$ cat src/rtl/drmt_pkg.sv
// Shared types, sizes and rectangle arithmetic for the dirty rectangle table.
// No dependencies; dirty_rect_merge_table.sv and the bench import this package.
`default_nettype none

package drmt_pkg;

   localparam int MAX_RECTS = 16;
   localparam int CNT_W     = $clog2(MAX_RECTS + 1);
   localparam int ADDR_W    = (MAX_RECTS > 1) ? $clog2(MAX_RECTS) : 1;
   localparam int IDX_W     = 4;
   localparam int CMP_W     = (CNT_W > IDX_W) ? CNT_W : IDX_W;

   typedef enum logic [1:0] {
      OP_ADD   = 2'd0,
      OP_CLEAR = 2'd1,
      OP_READ  = 2'd2,
      OP_NOP   = 2'd3
   } op_type;

   localparam logic ST_OK    = 1'b0;
   localparam logic ST_RANGE = 1'b1;

   localparam logic signed [15:0] SIZE_SAT = 16'sd32767;

   typedef struct packed {
      logic signed [15:0] x;
      logic signed [15:0] y;
      logic signed [15:0] w;
      logic signed [15:0] h;
   } rect_type;

   localparam int RECT_W = $bits(rect_type);

   // Closed-interval overlap or contact on both axes.
   function automatic logic rects_touch(rect_type a, rect_type b);
      logic signed [16:0] ar, br, ab, bb;
      ar = $signed({a.x[15], a.x}) + $signed({a.w[15], a.w});
      br = $signed({b.x[15], b.x}) + $signed({b.w[15], b.w});
      ab = $signed({a.y[15], a.y}) + $signed({a.h[15], a.h});
      bb = $signed({b.y[15], b.y}) + $signed({b.h[15], b.h});
      return ($signed({a.x[15], a.x}) <= br) && ($signed({b.x[15], b.x}) <= ar) &&
             ($signed({a.y[15], a.y}) <= bb) && ($signed({b.y[15], b.y}) <= ab);
   endfunction

   // Bounding box of two rectangles, width and height clamped to 32767.
   function automatic rect_type rect_union(rect_type a, rect_type b);
      logic signed [16:0] ar, br, ab, bb, rt, bt;
      logic signed [15:0] lx, ty;
      logic signed [17:0] uw, uh;
      rect_type r;
      ar = $signed({a.x[15], a.x}) + $signed({a.w[15], a.w});
      br = $signed({b.x[15], b.x}) + $signed({b.w[15], b.w});
      ab = $signed({a.y[15], a.y}) + $signed({a.h[15], a.h});
      bb = $signed({b.y[15], b.y}) + $signed({b.h[15], b.h});
      rt = (ar > br) ? ar : br;
      bt = (ab > bb) ? ab : bb;
      lx = (a.x < b.x) ? a.x : b.x;
      ty = (a.y < b.y) ? a.y : b.y;
      uw = $signed({rt[16], rt}) - $signed({lx[15], lx[15], lx});
      uh = $signed({bt[16], bt}) - $signed({ty[15], ty[15], ty});
      r.x = lx;
      r.y = ty;
      r.w = (uw > $signed({2'b00, SIZE_SAT})) ? SIZE_SAT : uw[15:0];
      r.h = (uh > $signed({2'b00, SIZE_SAT})) ? SIZE_SAT : uh[15:0];
      return r;
   endfunction

endpackage

`default_nettype wire

$ cat src/rtl/drmt_if.sv
// Valid/ready channel interfaces for the request and response sides.
// No dependencies beyond plain logic types.
`default_nettype none

interface drmt_req_if;
   logic               valid;
   logic               ready;
   logic [1:0]         operation;
   logic signed [15:0] rect_x;
   logic signed [15:0] rect_y;
   logic signed [15:0] rect_w;
   logic signed [15:0] rect_h;
   logic [3:0]         entry_index;

   modport source(output valid, operation, rect_x, rect_y, rect_w, rect_h, entry_index,
                  input ready);
   modport sink(input valid, operation, rect_x, rect_y, rect_w, rect_h, entry_index,
                output ready);
endinterface

interface drmt_rsp_if;
   logic               valid;
   logic               ready;
   logic               status;
   logic [4:0]         entry_count;
   logic signed [15:0] out_x;
   logic signed [15:0] out_y;
   logic signed [15:0] out_w;
   logic signed [15:0] out_h;

   modport source(output valid, status, entry_count, out_x, out_y, out_w, out_h,
                  input ready);
   modport sink(input valid, status, entry_count, out_x, out_y, out_w, out_h,
                output ready);
endinterface

`default_nettype wire

$ cat src/rtl/drmt_ram.sv
// Generic single-write, single-read RAM with registered read data.
// No dependencies.
`default_nettype none

module drmt_ram #(
   parameter int WIDTH = 64,
   parameter int DEPTH = 16,
   localparam int AW   = (DEPTH > 1) ? $clog2(DEPTH) : 1
) (
   input  wire logic                   clock,
   input  wire logic                   wr_en,
   input  wire logic [AW-1:0]          wr_addr,
   input  wire logic [WIDTH-1:0]       wr_data,
   input  wire logic [AW-1:0]          rd_addr,
   output logic      [WIDTH-1:0]       rd_data
);
   logic [WIDTH-1:0] mem_ff [DEPTH];

   always_ff @(posedge clock) begin
      if (wr_en) begin
         mem_ff[wr_addr] <= wr_data;
      end
      rd_data <= mem_ff[rd_addr];
   end
endmodule

`default_nettype wire

$ cat src/rtl/dirty_rect_merge_table.sv
// Dirty rectangle table: merge-on-add sequencer around one rectangle RAM.
// Depends on drmt_pkg, drmt_req_if / drmt_rsp_if and drmt_ram.
//
//   channel   dir   handshake          payload
//   req_ch    in    valid / ready      operation, rect_x/y/w/h, entry_index
//   rsp_ch    out   valid / ready      status, entry_count, out_x/y/w/h
//
// One item at a time. Clear, an empty add, the unused code and a read past the
// count go from accept to result; a read within the count waits for RAM data.
// An add scans and checks each entry visited in each merge pass, merges and moves
// per merge and ends each pass; a full table then reads and folds in every entry.
// The single RAM read port reads one entry per visit.
// Synchronous reset empties the table; RAM contents need no clearing.
// A finished result waits in the output register while the next item is taken.
`default_nettype none

module dirty_rect_merge_table import drmt_pkg::*; (
   input wire logic   clock,
   input wire logic   reset,
   drmt_req_if.sink   req_ch,
   drmt_rsp_if.source rsp_ch
);

   typedef enum logic [3:0] {
      S_IDLE,
      S_SCAN,
      S_CHECK,
      S_MERGE,
      S_MOVE,
      S_FREAD,
      S_FACC,
      S_FORIG,
      S_RDWAIT,
      S_DONE
   } state_type;

   state_type          state_ff, state_in;
   logic [CNT_W-1:0]   count_ff, count_in;
   logic [CNT_W-1:0]   scan_ff, scan_in;
   logic               merged_ff, merged_in;
   rect_type           acc_ff, acc_in;
   rect_type           orig_ff, orig_in;
   rect_type           ent_ff, ent_in;
   logic               res_status_ff, res_status_in;
   rect_type           res_rect_ff, res_rect_in;
   logic               rsp_valid_ff, rsp_valid_in;
   logic               rsp_status_ff, rsp_status_in;
   logic [4:0]         rsp_count_ff, rsp_count_in;
   rect_type           rsp_rect_ff, rsp_rect_in;

   // RAM port
   logic               ram_we;
   logic [ADDR_W-1:0]  ram_waddr;
   logic [ADDR_W-1:0]  ram_raddr;
   logic [RECT_W-1:0]  ram_wdata;
   logic [RECT_W-1:0]  ram_rdata;
   rect_type           rd_rect;

   logic               req_take;
   logic [CNT_W-1:0]   count_m1;
   logic [CNT_W-1:0]   scan_p1;
   rect_type           req_rect;

   drmt_ram #(
      .WIDTH(RECT_W),
      .DEPTH(MAX_RECTS)
   ) u_store (
      .clock   (clock),
      .wr_en   (ram_we),
      .wr_addr (ram_waddr),
      .wr_data (ram_wdata),
      .rd_addr (ram_raddr),
      .rd_data (ram_rdata)
   );

   assign rd_rect  = rect_type'(ram_rdata);
   assign count_m1 = count_ff - CNT_W'(1);
   assign scan_p1  = scan_ff + CNT_W'(1);

   assign req_ch.ready = (state_ff == S_IDLE);
   assign req_take     = req_ch.valid && (state_ff == S_IDLE);

   assign req_rect.x = req_ch.rect_x;
   assign req_rect.y = req_ch.rect_y;
   assign req_rect.w = req_ch.rect_w;
   assign req_rect.h = req_ch.rect_h;

   assign rsp_ch.valid       = rsp_valid_ff;
   assign rsp_ch.status      = rsp_status_ff;
   assign rsp_ch.entry_count = rsp_count_ff;
   assign rsp_ch.out_x       = rsp_rect_ff.x;
   assign rsp_ch.out_y       = rsp_rect_ff.y;
   assign rsp_ch.out_w       = rsp_rect_ff.w;
   assign rsp_ch.out_h       = rsp_rect_ff.h;

   always_comb begin
      state_in      = state_ff;
      count_in      = count_ff;
      scan_in       = scan_ff;
      merged_in     = merged_ff;
      acc_in        = acc_ff;
      orig_in       = orig_ff;
      ent_in        = ent_ff;
      res_status_in = res_status_ff;
      res_rect_in   = res_rect_ff;
      rsp_valid_in  = rsp_valid_ff;
      rsp_status_in = rsp_status_ff;
      rsp_count_in  = rsp_count_ff;
      rsp_rect_in   = rsp_rect_ff;
      ram_we        = 1'b0;
      ram_waddr     = scan_ff[ADDR_W-1:0];
      ram_wdata     = RECT_W'(acc_ff);
      ram_raddr     = scan_ff[ADDR_W-1:0];

      // drop the held result once the sink takes it
      if (rsp_valid_ff && rsp_ch.ready) begin
         rsp_valid_in = 1'b0;
      end

      case (state_ff)
         S_IDLE: begin
            if (req_take) begin
               res_status_in = ST_OK;
               res_rect_in   = '0;
               case (op_type'(req_ch.operation))
                  OP_ADD: begin
                     // empty rectangles leave the table alone
                     if (req_ch.rect_w > 16'sd0 && req_ch.rect_h > 16'sd0) begin
                        acc_in    = req_rect;
                        orig_in   = req_rect;
                        scan_in   = '0;
                        merged_in = 1'b0;
                        state_in  = S_SCAN;
                     end else begin
                        state_in = S_DONE;
                     end
                  end
                  OP_CLEAR: begin
                     count_in = '0;
                     state_in = S_DONE;
                  end
                  OP_READ: begin
                     if (CMP_W'(req_ch.entry_index) < CMP_W'(count_ff)) begin
                        ram_raddr = ADDR_W'(req_ch.entry_index);
                        state_in  = S_RDWAIT;
                     end else begin
                        res_status_in = ST_RANGE;
                        state_in      = S_DONE;
                     end
                  end
                  default: begin
                     state_in = S_DONE;
                  end
               endcase
            end
         end

         S_SCAN: begin
            if (scan_ff < count_ff) begin
               ram_raddr = scan_ff[ADDR_W-1:0];
               state_in  = S_CHECK;
            end else if (merged_ff) begin
               // another pass over the shrunken table
               merged_in = 1'b0;
               scan_in   = '0;
            end else if (count_ff < CNT_W'(MAX_RECTS)) begin
               ram_we    = 1'b1;
               ram_waddr = count_ff[ADDR_W-1:0];
               ram_wdata = RECT_W'(acc_ff);
               count_in  = count_ff + CNT_W'(1);
               state_in  = S_DONE;
            end else begin
               // no room: fold the whole table into entry 0
               scan_in  = '0;
               state_in = S_FREAD;
            end
         end

         S_CHECK: begin
            if (rects_touch(acc_ff, rd_rect)) begin
               ent_in   = rd_rect;
               state_in = S_MERGE;
            end else begin
               scan_in  = scan_p1;
               state_in = S_SCAN;
            end
         end

         S_MERGE: begin
            acc_in    = rect_union(acc_ff, ent_ff);
            merged_in = 1'b1;
            ram_raddr = count_m1[ADDR_W-1:0];
            state_in  = S_MOVE;
         end

         S_MOVE: begin
            // last entry fills the merged slot; it is skipped this pass
            ram_we    = 1'b1;
            ram_waddr = scan_ff[ADDR_W-1:0];
            ram_wdata = ram_rdata;
            count_in  = count_m1;
            scan_in   = scan_p1;
            state_in  = S_SCAN;
         end

         S_FREAD: begin
            ram_raddr = scan_ff[ADDR_W-1:0];
            state_in  = S_FACC;
         end

         S_FACC: begin
            acc_in  = (scan_ff == '0) ? rd_rect : rect_union(acc_ff, rd_rect);
            scan_in = scan_p1;
            if (scan_p1 < count_ff) begin
               state_in = S_FREAD;
            end else begin
               state_in = S_FORIG;
            end
         end

         S_FORIG: begin
            ram_we    = 1'b1;
            ram_waddr = '0;
            ram_wdata = RECT_W'(rect_union(acc_ff, orig_ff));
            count_in  = CNT_W'(1);
            state_in  = S_DONE;
         end

         S_RDWAIT: begin
            res_rect_in = rd_rect;
            state_in    = S_DONE;
         end

         S_DONE: begin
            // load the output register when it is empty or being emptied
            if (!rsp_valid_ff || rsp_ch.ready) begin
               rsp_valid_in  = 1'b1;
               rsp_status_in = res_status_ff;
               rsp_count_in  = 5'(count_ff);
               rsp_rect_in   = res_rect_ff;
               state_in      = S_IDLE;
            end
         end

         default: begin
            state_in = S_IDLE;
         end
      endcase
   end

   always_ff @(posedge clock) begin
      if (reset) begin
         state_ff     <= S_IDLE;
         count_ff     <= '0;
         scan_ff      <= '0;
         merged_ff    <= 1'b0;
         rsp_valid_ff <= 1'b0;
      end else begin
         state_ff     <= state_in;
         count_ff     <= count_in;
         scan_ff      <= scan_in;
         merged_ff    <= merged_in;
         rsp_valid_ff <= rsp_valid_in;
      end
      acc_ff        <= acc_in;
      orig_ff       <= orig_in;
      ent_ff        <= ent_in;
      res_status_ff <= res_status_in;
      res_rect_ff   <= res_rect_in;
      rsp_status_ff <= rsp_status_in;
      rsp_count_ff  <= rsp_count_in;
      rsp_rect_ff   <= rsp_rect_in;
   end

`ifndef SYNTHESIS
   // A clear item empties the table on the following cycle.
   a_clear_empties: assert property (@(posedge clock) disable iff (reset)
      (req_take && req_ch.operation == OP_CLEAR) |=> (count_ff == '0))
      else $error("table not empty after clear");

   // A merge step only runs while the table holds entries.
   a_merge_nonempty: assert property (@(posedge clock) disable iff (reset)
      (state_ff == S_MERGE) |-> (count_ff != '0))
      else $error("merge with empty table");

   // A range error never carries rectangle data.
   a_range_zero: assert property (@(posedge clock) disable iff (reset)
      (rsp_valid_ff && rsp_status_ff == ST_RANGE) |-> (rsp_rect_ff == '0))
      else $error("range error with nonzero payload");

   // Reported count never exceeds the table size.
   a_count_bound: assert property (@(posedge clock) disable iff (reset)
      rsp_valid_ff |-> (rsp_count_ff <= 5'(MAX_RECTS)))
      else $error("reported count above table size");
`endif

endmodule

`default_nettype wire

$ cat src/flat_wrapper.sv
// flat-port wrapper written by rule: the top's interface ports become plain ports
module dirty_rect_merge_table_flat import drmt_pkg::*;
  (clock, reset, req_ch_valid, req_ch_operation, req_ch_rect_x, req_ch_rect_y, req_ch_rect_w, req_ch_rect_h, req_ch_entry_index, req_ch_ready, rsp_ch_valid, rsp_ch_status, rsp_ch_entry_count, rsp_ch_out_x, rsp_ch_out_y, rsp_ch_out_w, rsp_ch_out_h, rsp_ch_ready);
  drmt_req_if req_ch_i ();
  drmt_rsp_if rsp_ch_i ();
  input wire logic clock;
  input wire logic reset;
  input wire logic [$bits(req_ch_i.valid)-1:0] req_ch_valid;
  input wire logic [$bits(req_ch_i.operation)-1:0] req_ch_operation;
  input wire logic [$bits(req_ch_i.rect_x)-1:0] req_ch_rect_x;
  input wire logic [$bits(req_ch_i.rect_y)-1:0] req_ch_rect_y;
  input wire logic [$bits(req_ch_i.rect_w)-1:0] req_ch_rect_w;
  input wire logic [$bits(req_ch_i.rect_h)-1:0] req_ch_rect_h;
  input wire logic [$bits(req_ch_i.entry_index)-1:0] req_ch_entry_index;
  output wire logic [$bits(req_ch_i.ready)-1:0] req_ch_ready;
  output wire logic [$bits(rsp_ch_i.valid)-1:0] rsp_ch_valid;
  output wire logic [$bits(rsp_ch_i.status)-1:0] rsp_ch_status;
  output wire logic [$bits(rsp_ch_i.entry_count)-1:0] rsp_ch_entry_count;
  output wire logic [$bits(rsp_ch_i.out_x)-1:0] rsp_ch_out_x;
  output wire logic [$bits(rsp_ch_i.out_y)-1:0] rsp_ch_out_y;
  output wire logic [$bits(rsp_ch_i.out_w)-1:0] rsp_ch_out_w;
  output wire logic [$bits(rsp_ch_i.out_h)-1:0] rsp_ch_out_h;
  input wire logic [$bits(rsp_ch_i.ready)-1:0] rsp_ch_ready;
  assign req_ch_i.valid = req_ch_valid;
  assign req_ch_i.operation = req_ch_operation;
  assign req_ch_i.rect_x = req_ch_rect_x;
  assign req_ch_i.rect_y = req_ch_rect_y;
  assign req_ch_i.rect_w = req_ch_rect_w;
  assign req_ch_i.rect_h = req_ch_rect_h;
  assign req_ch_i.entry_index = req_ch_entry_index;
  assign req_ch_ready = req_ch_i.ready;
  assign rsp_ch_valid = rsp_ch_i.valid;
  assign rsp_ch_status = rsp_ch_i.status;
  assign rsp_ch_entry_count = rsp_ch_i.entry_count;
  assign rsp_ch_out_x = rsp_ch_i.out_x;
  assign rsp_ch_out_y = rsp_ch_i.out_y;
  assign rsp_ch_out_w = rsp_ch_i.out_w;
  assign rsp_ch_out_h = rsp_ch_i.out_h;
  assign rsp_ch_i.ready = rsp_ch_ready;
  dirty_rect_merge_table u_core (.clock(clock), .reset(reset), .req_ch(req_ch_i), .rsp_ch(rsp_ch_i));
endmodule
$ cat config.mk
export PLATFORM = sky130hd
export DESIGN_NAME = dirty_rect_merge_table_flat
export DESIGN_NICKNAME = d
export VERILOG_FILES = /design/src/rtl/drmt_pkg.sv /design/src/rtl/drmt_if.sv /design/src/rtl/drmt_ram.sv /design/src/rtl/dirty_rect_merge_table.sv /design/src/flat_wrapper.sv
export SDC_FILE = /design/constraint.sdc
export NUM_CORES = 2
export LEC_CHECK = 0
export ABC_AREA = 1
export BUFFER_PORTS_ARGS = -buffer_cell sky130_fd_sc_hd__buf_2
export CORE_ASPECT_RATIO = 1.5
export CORE_MARGIN = 8
export CORE_UTILIZATION = 37
export CTS_BUF_LIST = sky130_fd_sc_hd__clkbuf_4 sky130_fd_sc_hd__clkbuf_8 sky130_fd_sc_hd__clkbuf_16
export DETAILED_ROUTE_END_ITERATION = 8
export GPL_TIMING_DRIVEN = 0
export PLACE_DENSITY_LB_ADDON = 0.3
export SYNTH_ARGS = -nofsm -noshare
export SYNTH_HDL_FRONTEND = slang
export SYNTH_SLANG_ARGS = --single-unit
$ cat constraint.sdc
create_clock -name clock -period 10.8 [get_ports clock]
set_input_delay 1.08 -clock clock [delete_from_list [all_inputs] [get_ports clock]]
set_output_delay 1.08 -clock clock [all_outputs]
set_load 0.01 [all_outputs]
==> run_results.csv <==
group,metric,value,unit
sta,worst_slew_pin_slew,1.549,ns
worst_hold_path,hold_path.class,"flop to flop",
floorplanning,dieArea,0.2214,mm²
sta,slew_viol_final,8,
finish,final_util,42.32,%
sta,fin_crit,9.506,ns
floorplanning,start_util,37.15,%
clocking,htreeDepth,4,
synth,yosysTopAreaCellShare,53.14,%
finish,multiInputGateArea,0.03079,mm²
global_route,antenna_found_initial,13,
critical_path,r2r_start,"u_core.acc_ff[39]",
clocking,cts-root-buf,"clkbuf_16",
sta,fin_worst_skew,0.05732,ns
sta,setup-violations-final,0,
floorplanning,ios,146,
synth,postSynthCellCount,7578,
route,drt_wl_total,326.5,mm
route,via_count,60367,
clocking,hold_buffers,0,
synth,synth_nets,8148,
global_route,grt_pass1_wl,446.9,mm
floorplanning,die_h,572.3,µm
critical_path,cp-end-kind,"flop",
sta,rsz0062_at_grt,"false",
critical_path,cpMostUsedCell,"nand2_1",
synth,ys.flop_type,"edfxtp_1",
finish,drive_above_1_share,11.81,%
critical_path,cpLargestDelayFamily,"simple AND/OR/NAND/NOR gates",
status,run_status,"finished with violations",
critical_path,slowest_delay,1.15,ns
synth,synth_seq_cells,1431,
clocking,clk_pin_slew,0.06,ns
clocking,cts.path.max_buffers,4,
global_route,grtUsageTotal,28.34,%
flow_run,cap_violations,2,
critical_path,worstSetupStartpoint,"u_core.acc_ff[39]",
global_route,grt_pass1_vias,59215,
global_route,grt_max_degree,43,
synth,syn_area,0.07634,mm²
global_route,overflow,0,
clocking,insertion_delay,0.84,ns
placement,dp_hpwl,253.0,mm
route,final_antenna_net_count,0,
synth,synth-edff-count,1351,
finish,seq_area,0.04217,mm²
synth,yosysMostFrequentCell,"edfxtp_1",
critical_path,path_max_fanout,16,
placement,dpl_worst_slack,1.463,ns
clocking,cts.repair.resized,0,
critical_path,crit_required,11.07,ns
sta,holdWs,0.4188,ns
worst_hold_path,hold_path.startpoint,"u_core.res_rect_ff[51]",
clocking,postCtsSetupRepairBufs,0,
synth,post-synth-top-area-cell,"edfxtp_1",
route,drt_iter0_markers,6495,
synth,ys_types,71,
synth,ys_warn_count,0,
finish,fillers,19697,
sta,max_slew_margin,-3.644,%
clocking,cts.sinks,1431,
clocking,cts_tree,"done",
synth,async_reset_ff_share,0,%
critical_path,path_buf_inv,1,
critical_path,worst-setup-path-type,"flop to flop",
synth,avgSynthCellArea,10.07,µm²
critical_path,cp.arrival,9.77,ns
route,drcViolationCount,0,
placement,placedCellCount,10474,
finish,nets,8518,
floorplanning,die_w,386.9,µm
critical_path,cp_slowest_cell,"xor2_1",
route,post_drt_wl_per_cell,30.37,µm
clocking,numCtsBuffers,148,
placement,gp_congestion,1.062,
synth,ys_top_cells_by_area,"edfxtp_1 (53%), ha_1 (7.9%), nand2_1 (6.1%), nand3_1 (4.8%), nor2_1 (3.8%)",
synth,yosys-top-cells-count,"edfxtp_1 (1351), nand2_1 (1244), nor2_1 (779)",
route,vias_per_cell,5.615,
sta,fin_ws,1.294,ns
critical_path,worst_setup_path_start_kind,"flop",
finish,stdcell_count,10751,
status,violations,"capacitance limit, slew limit",
route,drt-pass1-iter-count,9,
sta,fmax,0.1052,GHz
sta,final-hold-violation-count,0,
synth,ys_seq_area_share,55.24,%
floorplanning,rows,204,
sta,fin_crit_sh,88.01,%
finish,area_delta_synth_final,13.90,%
placement,place.port_buffers,145,
floorplanning,core_area,0.2055,mm²
metrics by stage:
stage	setup TNS, ns	cell area (µm²)
after global placement	-92.63	80420
final	0	86950
after global routing	0	86940
after CTS	0	86850
after detailed placement	0	82070
after floorplan	0	76340
path summary, 6_finish.rpt:
| check | slack (ns) | cells after the start | endpoint |
|---|---|---|---|
| setup / recovery | 1.29 | 37 | u_core.u_store.mem_ff[9][14] |
| hold / removal | 0.42 | 0 | u_core.rsp_ch.out_x[3] |
| hold reg to reg | 0.42 | 0 | u_core.rsp_ch.out_x[3] |
| setup reg to reg | 1.29 | 37 | u_core.u_store.mem_ff[9][14] |
cell type report:
class / instances / share of cell area, %
Multi-Input combinational cell: 5255 / 35.41
Antenna cell: 14 / 0.04029
Buffer: 313 / 1.799
Tap cell: 2678 / 3.853
Clock buffer: 199 / 4.818
Clock inverter: 62 / 0.6792
Timing Repair Buffer: 220 / 2.400
Inverter: 579 / 2.502
Sequential cell: 1431 / 48.50
worst register-to-register path, delay by kind of cell, from the launching register on:
family	cells	cell delay (ns)
DFF	1	0.72
AOI/OAI and AO/OA	11	2.14
and+or+nand+nor	20	2.87
xor gates and xnor gates	1	1.15
adders and majority gates	4	1.74
buffers and inverters	1	0.31
state kept, by name (all words and copies together) (netlist names), 4 cells and up:
| name | flops |
|---|---|
| u_core.rsp_ch.entry_count | 5 |
| u_core.ent_ff | 64 |
| u_core.orig_ff | 64 |
| u_core.res_rect_ff | 64 |
| u_core.rsp_ch.out_x | 16 |
| u_core.u_store.rd_data | 64 |
| u_core.rsp_ch.out_h | 16 |
| u_core.rsp_ch.out_y | 16 |
| u_core.scan_ff | 5 |
| u_core.acc_ff | 64 |
| u_core.rsp_ch.out_w | 16 |
| u_core.u_store.mem_ff | 1024 |
| u_core.count_ff | 5 |
| u_core.state_ff | 4 |
metal layers:
layer / GRT usage (%) / part of all wire, %
met1: 32.98 / 37
met3: 3.864 / 6.4
met2: 49.23 / 48
met5: 0 / 0.027
met4: 18.15 / 7.7
logic make-up (layout without fill, tap and decap cells):
| kind of cell | after synthesis | in the layout | share of synthesized area, % |
|---|---|---|---|
| AOI/OAI and AO/OA | 1367 | 1367 | 10.83 |
| adders and majority gates | 496 | 496 | 8.267 |
| and+or+nand+nor | 3223 | 3223 | 18.76 |
| other | 0 | 14 | 0 |
| DFF | 1431 | 1431 | 55.24 |
| xor gates and xnor gates | 169 | 169 | 2.003 |
| buffers and inverters | 892 | 1373 | 4.899 |
placed cells by master, fill, tap and decap left out, drive strengths merged, types with 9 or more instances in the layout:
cell and instances:
a21boi 11, a21o 25, a21oi 325, a31oi 14, buf 411, bufinv 9
clkbuf 321, clkinv 40, dfxtp 80, diode 14, edfxtp 1351, fa 14
ha 482, inv 585, nand2 1263, nand3 743, nand3b 21, nand4 65
nor2 785, nor3 55, nor4 16, o211ai 339, o21a 28, o21ai 510
o21bai 38, o221ai 34, o31ai 10, or2 265, xnor2 55, xor2 114
Power is not shown: default switching activity piles up to over one toggle a cycle in this logic, so the estimate is an artifact.
